### config.mk
export PLATFORM = sky130hd
export DESIGN_NAME = led_pulse_width_bit_encoder
export DESIGN_NICKNAME = d
export VERILOG_FILES = /design/src/rtl/lpwbe_pkg.sv /design/src/rtl/lpwbe_step.sv /design/src/rtl/led_pulse_width_bit_encoder.sv
export VERILOG_INCLUDE_DIRS = /design/src /design/src/rtl
export SDC_FILE = /design/constraint.sdc
export NUM_CORES = 1
export LEC_CHECK = 0
export CAP_MARGIN = 25
export CORE_ASPECT_RATIO = 0.8
export CORE_UTILIZATION = 30
export CTS_CLUSTER_DIAMETER = 100
export DETAILED_ROUTE_END_ITERATION = 8
export DONT_BUFFER_PORTS = 1
export PLACE_DENSITY = 0.52
export SLEW_MARGIN = 30
export SYNTH_ARGS = -nofsm -noshare
export SYNTH_HDL_FRONTEND = slang
export SYNTH_HIERARCHICAL = 1
export SYNTH_SLANG_ARGS = --single-unit
### constraint.sdc
create_clock -name clk -period 8.1 [get_ports clk]
set_input_delay 0.405 -clock clk [delete_from_list [all_inputs] [get_ports clk]]
set_output_delay 0.405 -clock clk [all_outputs]
set_load 0.005 [all_outputs]
### src/rtl/assert_macros.svh
// Concurrent assertion helpers; empty when synthesizing.
`ifndef ASSERT_MACROS_SVH
`define ASSERT_MACROS_SVH

`ifndef SYNTHESIS
`define ASSERT_AT(label, clk, rst_n, prop, msg) \
	label: assert property (@(posedge clk) disable iff (!rst_n) prop) else $error(msg);
`define ASSERT_NEVER(label, clk, rst_n, cond, msg) \
	`ASSERT_AT(label, clk, rst_n, !(cond), msg)
`else
`define ASSERT_AT(label, clk, rst_n, prop, msg)
`define ASSERT_NEVER(label, clk, rst_n, cond, msg)
`endif

`endif

### src/rtl/lpwbe_pkg.sv
package lpwbe_pkg;

	typedef enum logic [2:0] {
		REG_ONE_HIGH  = 3'd0,
		REG_ONE_LOW   = 3'd1,
		REG_ZERO_HIGH = 3'd2,
		REG_ZERO_LOW  = 3'd3,
		REG_LATCH     = 3'd4
	} reg_index_t;

	typedef enum logic [3:0] {
		PH_IDLE  = 4'b0001,
		PH_HIGH  = 4'b0010,
		PH_LOW   = 4'b0100,
		PH_LATCH = 4'b1000
	} phase_t;

	typedef struct packed {
		logic       action;
		logic [7:0] data_byte;
		logic       last_byte;
	} in_item_t;

	typedef struct packed {
		logic line_level;
		logic accepted;
		logic buffer_free;
		logic busy_res;
		logic frame_done;
	} out_item_t;

	typedef struct packed {
		logic [7:0]  one_high_ticks;
		logic [7:0]  one_low_ticks;
		logic [7:0]  zero_high_ticks;
		logic [7:0]  zero_low_ticks;
		logic [15:0] latch_ticks;
	} cfg_t;

	typedef struct packed {
		logic [7:0]  shift_byte;
		logic [3:0]  bits_left;
		phase_t      phase;
		logic [15:0] tick_count;
		logic        held_valid;
		logic        held_last;
		logic        sending_last;
	} enc_state_t;

	localparam logic [7:0] BYTE_MSB = 8'h80;
	localparam logic [3:0] BITS_PER_BYTE = 4'd8;

	// ticks left after the first one; a zero duration acts as one
	function automatic logic [15:0] pulse_rest(input logic [7:0] d);
		logic [7:0] r;
		r = (d == 8'd0) ? 8'd0 : d - 8'd1;
		return {8'd0, r};
	endfunction

endpackage

### src/rtl/lpwbe_step.sv
module lpwbe_step
	import lpwbe_pkg::*;
(
	input  enc_state_t st,
	input  logic [7:0] held_byte,
	input  cfg_t       cfg,
	input  in_item_t   item,
	output enc_state_t nxt,
	output logic [7:0] nxt_held_byte,
	output out_item_t  res
);

	logic take_req;
	logic done;
	logic acc;
	logic [7:0] shifted;

	assign shifted = {st.shift_byte[6:0], 1'b0};

	always_comb begin
		nxt = st;
		nxt_held_byte = held_byte;
		take_req = 1'b0;
		done = 1'b0;
		acc = 1'b0;
		if (item.action) begin
			if (!st.held_valid) begin
				nxt_held_byte = item.data_byte;
				nxt.held_last = item.last_byte;
				nxt.held_valid = 1'b1;
				acc = 1'b1;
			end
		end else begin
			case (st.phase)
				PH_IDLE: begin
					take_req = 1'b1;
				end
				PH_HIGH: begin
					if (st.tick_count != 16'd0) begin
						nxt.tick_count = st.tick_count - 16'd1;
					end else begin
						nxt.phase = PH_LOW;
						nxt.tick_count = pulse_rest((st.shift_byte & BYTE_MSB) != 8'd0 ?
							cfg.one_low_ticks : cfg.zero_low_ticks);
					end
				end
				PH_LOW: begin
					if (st.tick_count != 16'd0) begin
						nxt.tick_count = st.tick_count - 16'd1;
					end else if (st.bits_left > 4'd1) begin
						nxt.bits_left = st.bits_left - 4'd1;
						nxt.shift_byte = shifted;
						nxt.phase = PH_HIGH;
						nxt.tick_count = pulse_rest((shifted & BYTE_MSB) != 8'd0 ?
							cfg.one_high_ticks : cfg.zero_high_ticks);
					end else begin
						nxt.bits_left = 4'd0;
						if (st.sending_last) begin
							nxt.sending_last = 1'b0;
							if (cfg.latch_ticks == 16'd0) begin
								done = 1'b1;
								take_req = 1'b1;
							end else begin
								nxt.phase = PH_LATCH;
								nxt.tick_count = cfg.latch_ticks - 16'd1;
							end
						end else begin
							take_req = 1'b1;
						end
					end
				end
				PH_LATCH: begin
					if (st.tick_count != 16'd0) begin
						nxt.tick_count = st.tick_count - 16'd1;
					end else begin
						done = 1'b1;
						take_req = 1'b1;
					end
				end
				default: begin
					nxt.phase = PH_IDLE;
				end
			endcase
			if (take_req) begin
				if (st.held_valid) begin
					nxt.shift_byte = held_byte;
					nxt.sending_last = st.held_last;
					nxt.held_valid = 1'b0;
					nxt.bits_left = BITS_PER_BYTE;
					nxt.phase = PH_HIGH;
					nxt.tick_count = pulse_rest((held_byte & BYTE_MSB) != 8'd0 ?
						cfg.one_high_ticks : cfg.zero_high_ticks);
				end else begin
					nxt.phase = PH_IDLE;
					nxt.tick_count = 16'd0;
				end
			end
		end
	end

	always_comb begin
		res.line_level = (nxt.phase == PH_HIGH);
		res.accepted = acc;
		res.buffer_free = !nxt.held_valid;
		res.busy_res = (nxt.phase != PH_IDLE);
		res.frame_done = done;
	end

endmodule

### src/rtl/led_pulse_width_bit_encoder.sv
// One-wire LED pulse encoder. Each input beat is either a tick (action 0) or a
// pushed colour byte (action 1); every beat yields exactly one result beat with
// the line level, push acceptance, holding-buffer state, busy and frame_done.
// A beat is registered on entry, the encoder state is updated by one short pass
// of logic, and the result lands in an output register, so one beat a cycle is
// sustained while out_stall does not hold the output. Pulse and latch durations
// come from the config port (index 0..4) and must be written only while idle.
`include "assert_macros.svh"

module led_pulse_width_bit_encoder
	import lpwbe_pkg::*;
(
	input  logic        clk,
	input  logic        arst_n,
	input  logic        cfg_wr_en,
	input  logic [2:0]  cfg_index,
	input  logic [15:0] cfg_data,
	input  logic        in_valid,
	output logic        in_stall,
	input  in_item_t    in_data,
	output logic        out_valid,
	input  logic        out_stall,
	output out_item_t   out_data
);

	cfg_t       cfg_q;
	enc_state_t st_q;
	enc_state_t st_nxt;
	logic [7:0] held_byte_q;
	logic [7:0] held_byte_nxt;
	logic       s1_valid_q;
	in_item_t   item_s1;
	out_item_t  res_nxt;
	logic       out_free;
	logic       adv;

	assign out_free = !out_valid || !out_stall;
	assign adv = s1_valid_q && out_free;
	assign in_stall = s1_valid_q && !out_free;

	always_ff @(posedge clk or negedge arst_n) begin
		if (!arst_n) begin
			cfg_q <= '{one_high_ticks: 8'd12, one_low_ticks: 8'd8,
				zero_high_ticks: 8'd6, zero_low_ticks: 8'd14, latch_ticks: 16'd1600};
		end else if (cfg_wr_en) begin
			case (reg_index_t'(cfg_index))
				REG_ONE_HIGH:  cfg_q.one_high_ticks <= cfg_data[7:0];
				REG_ONE_LOW:   cfg_q.one_low_ticks <= cfg_data[7:0];
				REG_ZERO_HIGH: cfg_q.zero_high_ticks <= cfg_data[7:0];
				REG_ZERO_LOW:  cfg_q.zero_low_ticks <= cfg_data[7:0];
				REG_LATCH:     cfg_q.latch_ticks <= cfg_data;
				default: ;
			endcase
		end
	end

	always_ff @(posedge clk or negedge arst_n) begin
		if (!arst_n) begin
			s1_valid_q <= 1'b0;
		end else if (!in_stall) begin
			s1_valid_q <= in_valid;
		end
	end

	always_ff @(posedge clk) begin
		if (in_valid && !in_stall) begin
			item_s1 <= in_data;
		end
	end

	lpwbe_step u_step (
		.st            (st_q),
		.held_byte     (held_byte_q),
		.cfg           (cfg_q),
		.item          (item_s1),
		.nxt           (st_nxt),
		.nxt_held_byte (held_byte_nxt),
		.res           (res_nxt)
	);

	always_ff @(posedge clk or negedge arst_n) begin
		if (!arst_n) begin
			st_q <= '{shift_byte: 8'd0, bits_left: 4'd0, phase: PH_IDLE,
				tick_count: 16'd0, held_valid: 1'b0, held_last: 1'b0, sending_last: 1'b0};
			out_valid <= 1'b0;
		end else begin
			if (adv) begin
				st_q <= st_nxt;
			end
			if (out_free) begin
				out_valid <= s1_valid_q;
			end
		end
	end

	always_ff @(posedge clk) begin
		if (adv) begin
			held_byte_q <= held_byte_nxt;
			out_data <= res_nxt;
		end
	end

	`ASSERT_AT(a_stall_needs_s1, clk, arst_n, in_stall |-> s1_valid_q, "stall with empty stage")
	`ASSERT_AT(a_adv_fills_out, clk, arst_n, adv |=> out_valid, "result beat lost")
	`ASSERT_NEVER(a_idle_clean, clk, arst_n,
		(st_q.phase == PH_IDLE) && ((st_q.bits_left != 4'd0) || st_q.sending_last),
		"idle with byte in flight")
	`ASSERT_NEVER(a_high_bits, clk, arst_n,
		(st_q.phase == PH_HIGH) && ((st_q.bits_left == 4'd0) || (st_q.bits_left > BITS_PER_BYTE)),
		"high pulse without bit count")

endmodule
# Word-level counts from Yosys, hierarchy flattened
# Cells that the tools add are included.
# totals
word_cells	111
regBits	108
inputBits	34
output_inout_bits	7
# classes
eq_ne	13
n_addsub	6
bitwise	2
mux	41
n_reduce_logical	25
n_lt_le_gt_ge	1
# ops
cell	count
two-way mux 16 bit	4
two-way mux 20 bit	3
two-way mux 8 bit	7
two-way mux 24 bit	2
case mux 16 bit (3 select lines)	1
two-way mux 33 bit	1
subtractor 16 x 1 -> 16 bit (second input constant)	2
logical NOT 8 bit	3
two-way mux 12 bit	2
subtractor 8 x 1 -> 8 bit (second input constant)	3
two-way mux 18 bit	1
logical NOT 16 bit	1
two-way mux 1 bit	16
nonzero test 16 bit	1
case mux 4 bit (3 select lines)	1
AND reduction 2 bit	6
equality test 4 x 2 -> 1 bit (second input constant)	2
equality test 3 x 2 -> 1 bit (second input constant)	2
inequality test 6 x 3 -> 1 bit (second input constant)	1
inequality test 6 x 4 -> 1 bit (second input constant)	1
AND reduction 6 bit	1
logical NOT 1 bit	5
equality test 4 x 1 -> 1 bit (second input constant)	1
equality test 4 x 3 -> 1 bit (second input constant)	1
17 further kinds	20

# Logic depth before layout (Yosys ltp)
# depth
ltp_word	11
ltp_mapped	13

# Modules after synthesis
# The synthesis kept the hierarchy.
# by_module_without_submodules
module	area_each_um2	cells_per_inst	instances	seq_area_each_um2
led_pulse_width_bit_encoder	3966.3	210	1	2832.7
lpwbe_step	2879.0	457	1	0.0

# Worst setup path before layout
# No wires, ideal clock.
# synth_path
path_type	reg-to-reg
startpoint	reg st_q[10] in the netlist's numbering
endpoint	reg st_q[8] in the netlist's numbering
path_buffers	2
stages_incl_launch_ff	10
slack_ns	5.102
setup_ns	0.125
arrival_ns	2.873
required_ns	7.975
period_less_slack_ns	2.998
path_cell_list	dfrtp_1 or4_1 or4_1 buf_2 a2111oi_4 or2_2 buf_2 nor3_1 a221o_1 mux2_2
# synth_via
elab_chain_cells	6
# synth_rtl
item	line_no	source
start, declared	led_pulse_width_bit_encoder.sv:27	enc_state_t st_q;
start signal, assigned	led_pulse_width_bit_encoder.sv:83	st_q <= '{shift_byte: 8'd0, bits_left: 4'd0, phase: PH_IDLE,
start signal, assigned	led_pulse_width_bit_encoder.sv:88	st_q <= st_nxt;
nonzero test 16 bit *	lpwbe_step.sv:39, lpwbe_step.sv:48, lpwbe_step.sv:73	
two-way mux 1 bit, on equally long branches	lpwbe_step.sv:73, lpwbe_step.sv:48	
case mux 1 bit (3 select lines)	lpwbe_step.sv:34	case (st.phase)
two-way mux 1 bit	lpwbe_step.sv:26	if (item.action) begin
inequality test 6 x 4 -> 1 bit (no source line) (tied with other cells)	--	
AND reduction 6 bit (no source line)	--	
# Every way passes the cells marked *; elsewhere a longest branch is shown, timed or not. The select of a mux whose other input is x is not followed.
# A chain may end at the register's enable or synchronous reset.

# Worst setup path in the final report
# Same ends and word-level chain as after synthesis.

==> results.md <==
Status:
- The flow ran to the end, and the final reports show no timing, DRC or antenna violations.

Synth:
- Yosys mapped a number of flops with a built-in enable equal to 23.
- Among all flip-flop cells after synthesis, the most frequent one is sky130_fd_sc_hd__dfrtp_1.
- The cell area that synthesis handed to floorplanning was 6850 um2.
- Synthesis produced a netlist whose cell count is 667.
- The dominant cell by count in the synthesized netlist is sky130_fd_sc_hd__mux2_2.
- After synthesis, the cell types taking the most area are sky130_fd_sc_hd__dfrtp_1 27%, sky130_fd_sc_hd__mux2_2 14%, sky130_fd_sc_hd__edfxtp_1 10%.
- Yosys printed 6 warnings.
- The leading area contributor after synthesis is sky130_fd_sc_hd__dfrtp_1.
- The fraction of registers with async set/reset is 78.7%.
- The top cell type's share of synthesized area is 26.7%.
- Sorting the synthesized cells by how often they occur yields 84 x sky130_fd_sc_hd__mux2_2, 73 x sky130_fd_sc_hd__dfrtp_1, 58 x sky130_fd_sc_hd__nor2_1.
- The number of library cell types mapped by synthesis is 71.
- The average instance in the mapped netlist occupies 10.3 um2.
- The proportion of synthesized chip area in sequential cells is 41.4%.
- The number of synthesized register bits is 108.
- The post-synth net total is 712.

Finish:
- The final net count is 694.
- The repair_antennas step left the layout with diodes totalling 0.
- The layout cell share with drive strength beyond 1 is 22.2%.
- The layout overhead on the synthesized area is 9.25%.

Power:
- In this run, the combinational gates consume 38.5% of the power.
- The switching portion of total power is 40.5%.
- For this design the ratio of total power to cell area is 297 nW/um2.
- Sequential cells burn 39.7% of the power.
- The internal power of the cells totals 1.32 mW.
- The leakage power figure is 2.84 nW.
- The net switching component of the power is 901 uW.
- The part of the total power dissipated in the clock network is 21.9%.
- The overall power after layout is 2.22 mW.
- The largest vdd supply drop is 0.000145 V.

Worst hold path:
- The worst hold path endpoint is item_s1[6].
- The number of instances on the worst hold path is 0.
- The worst hold path belongs to the class in -> reg.
- The startpoint identified for the worst hold timing path is in_data[6].

Setup path:
- Of all nets on the critical path, the largest fanout is 9.
- The slowest cell on the critical path is sky130_fd_sc_hd__or4_1.
- STA classifies the critical path startpoint as a flop.
- The setup path with the least slack is of type reg -> reg.
- The worst-case reg-to-reg path depth is 7.
- For the worst setup path, the data arrival time is 3.78 ns.
- Data on the critical path is required at its endpoint by 8.35 ns.
- The signal on the critical path passes through or4_1 -> or4_1 -> a2111oi_4 -> nor2_2 -> a21o_1 -> a221o_1 -> mux2_2.
- The cell that appears most often on the critical path is sky130_fd_sc_hd__or4_1.
- The largest single stage delay on the critical path is 0.66 ns.
- In this run the critical register-to-register path is captured at st_q[8].
- The startpoint identified for the worst register-to-register timing path is st_q[10].
- The reg-to-reg setup timing slack is 4.57 ns.
- STA classifies the critical path endpoint as a flop.

Routing:
- For this block, the routed nets add up to 18000 um of wire.
- After detailed routing, the number of vias per cell comes to 5.38.
- The detail route stage leaves a number of antenna-violating nets equal to 0.
- The DRC violation total after the first TritonRoute iteration is 466.
- The first TritonRoute pass finished after 5 iterations.
- In the routed design, unresolved DRC markers number 0.
- The routed wire length per instance is 18.7 um.
- The number of vias after detailed routing is 5161.

Clock tree:
- The clock latency of the later-clocked register in the worst-skew pair is 0.37 ns.
- Clock-pin slew was measured on the worst setup and hold paths at 0.09 ns.
- Post-CTS repair changed the size of 0 cells.
- The CTS buffer count is 9.
- TritonCTS built the clock tree.
- The post-CTS setup repair buffer count is 0.
- The count of H-tree levels built during CTS is 3.
- For this design, the CTS-stage hold fixing added 2 buffers.
- The TritonCTS sink count is 108.
- CTS placed an instance of sky130_fd_sc_hd__clkbuf_16 at the clock tree root.
- No sink is reached through more buffers than the 2 on the longest clock path.

Placed design:
- In this run the tool buffered the top-level ports with 0 buffer cells.
- Prior to clock tree synthesis, the placed netlist has a worst setup slack of 4.63 ns.
- The global placement routability congestion is 0.857.
- The wire-length estimate of the detail-placed layout is 12500 um.

Timing:
- Setup slack on the critical path of the routed design comes to 4.57 ns.
- The achievable clock frequency is 0.283 GHz.
- At the pin with the least slew margin, the transition time is 0.882 ns.
- In this run the tightest slew margin relative to its limit is 41.1%.
- The count of final max-slew check failures is 0.
- The worst clock skew on the final layout is 0.0144 ns.
- Setup violations remaining at the end of the flow were counted as 0.
- The total count of hold-check failures in the final report is 0.
- Setup repair after global routing left no endpoint under its margin.
- Of the available clock period, the critical path in the final layout requires 43.6%.
- The final total negative setup slack is 0 ns.
- The shortest clock period the worst path allows after layout is 3.53 ns.

GRT:
- Entering global routing, the biggest net connects 86 pins.
- The number of global-route vias before repair is 4837.
- The initial antenna violation count came to 0.
- The overall overflow remaining after global route is 0.
- The total track usage is 15.9%.
- The first-pass GRT wire length is 28400 um.

Die:
- The initial utilization of the core area, before any placement, comes to 30.5%.
- The floorplan die area is 23400 um2.
- The die boundary width is 171 um.
- The initialized floorplan defines 49 standard-cell rows.
- In this run the count of I/O pins placed on the die edge is 41.
- The chip height is 137 um.
- The standard cell core area is 22400 um2.

Run:
- The number of maximum-capacitance constraint violations is 0.
## sequential cells by signal (all words and copies together), names as in the netlist
register     flops
cfg_q           48
held_byte_q      8
item_s1         10
out_data         5
out_valid        1
s1_valid_q       1
st_q            35
## worst max-delay path, delay by kind of cell (launching register included)
kind               cells  cell delay [ns]
DFF                    1             0.47
AOI/OAI and AO/OA      3             1.23
and+or+nand+nor        3             1.46
muxes                  1             0.26
## cell usage in the layout, fill, tap and decap left out, types with 12 or more instances in the layout
master | Yosys | final
sky130_fd_sc_hd__a21oi_1 | 20 | 20
sky130_fd_sc_hd__dfrtp_1 | 73 | 73
sky130_fd_sc_hd__dfstp_2 | 12 | 12
sky130_fd_sc_hd__edfxtp_1 | 23 | 23
sky130_fd_sc_hd__inv_1 | 16 | 16
sky130_fd_sc_hd__mux2_2 | 84 | 84
sky130_fd_sc_hd__mux2i_1 | 19 | 19
sky130_fd_sc_hd__nand2_1 | 38 | 38
sky130_fd_sc_hd__nand3_1 | 19 | 19
sky130_fd_sc_hd__nor2_1 | 58 | 58
sky130_fd_sc_hd__nor3_1 | 25 | 25
sky130_fd_sc_hd__nor4_1 | 13 | 13
sky130_fd_sc_hd__o21ai_0 | 29 | 29
sky130_fd_sc_hd__xnor2_1 | 20 | 20
sky130_fd_sc_hd__xor2_1 | 19 | 19
## final cells by class
type	instances	area, um2
Fill cell	2310	15000
Multi-Input combinational cell	506	3790
Sequential cell	108	2830
Tap cell	306	383
Clock buffer	9	225
Clock inverter	7	103
Timing Repair Buffer	8	82.6
Inverter	16	60.1
## how the worst max path moves through the flow
stage / start / endpoint / slack, ns
global placement: st_q[10] / st_q[9] / 4.59
detailed placement: st_q[10] / st_q[8] / 4.63
finish: st_q[10] / st_q[8] / 4.57
CTS: st_q[10] / st_q[8] / 4.60
floorplan: st_q[10] / st_q[8] / 5.10
global route: st_q[33] / st_q[7] / 4.36
## routing by layer
metal	vias to the layer above	routed length [um]	global-route usage, %
met2	137	7380	21.9
met4	0	363	5.26
met3	23	776	2.78
li1	2457	-	-
met1	2544	9450	24.4
met5	-	0	0
## logic make-up (layout without fill, tap and decap cells)
group / Yosys count / count (layout) / synth area share [%]
DFF: 108 / 108 / 41.4
and+or+nand+nor: 216 / 216 / 16.5
AOI/OAI and AO/OA: 127 / 127 / 12.8
buffers and inverters: 53 / 40 / 3.53
muxes: 113 / 113 / 18.8
adders and majority gates: 11 / 11 / 2.01
xor gates and xnor gates: 39 / 39 / 4.99
## metrics by stage
stage	cells	hold WS (ns)	util, %	instance area [um2]
final	960	0.126	33.3	7480
after global routing	960	0.104	33.3	7480
after CTS	960	0.112	33.3	7480
after detailed placement	942	0.115	31.7	7110
after global placement	942	0.114	31.7	7110
after floorplan	667	0.109	-	6850
## power by group through the flow
stage / sequential, mW / clock [mW] / combinational [mW]
floorplan: 0.805 / 0 / 0.695
global placement: 0.890 / 0 / 0.824
detailed placement: 0.891 / 0 / 0.830
CTS: 0.881 / 0.501 / 0.848
global route: 0.910 / 0.519 / 0.940
finish: 0.881 / 0.486 / 0.855
(Power assumes the default switching activity.)
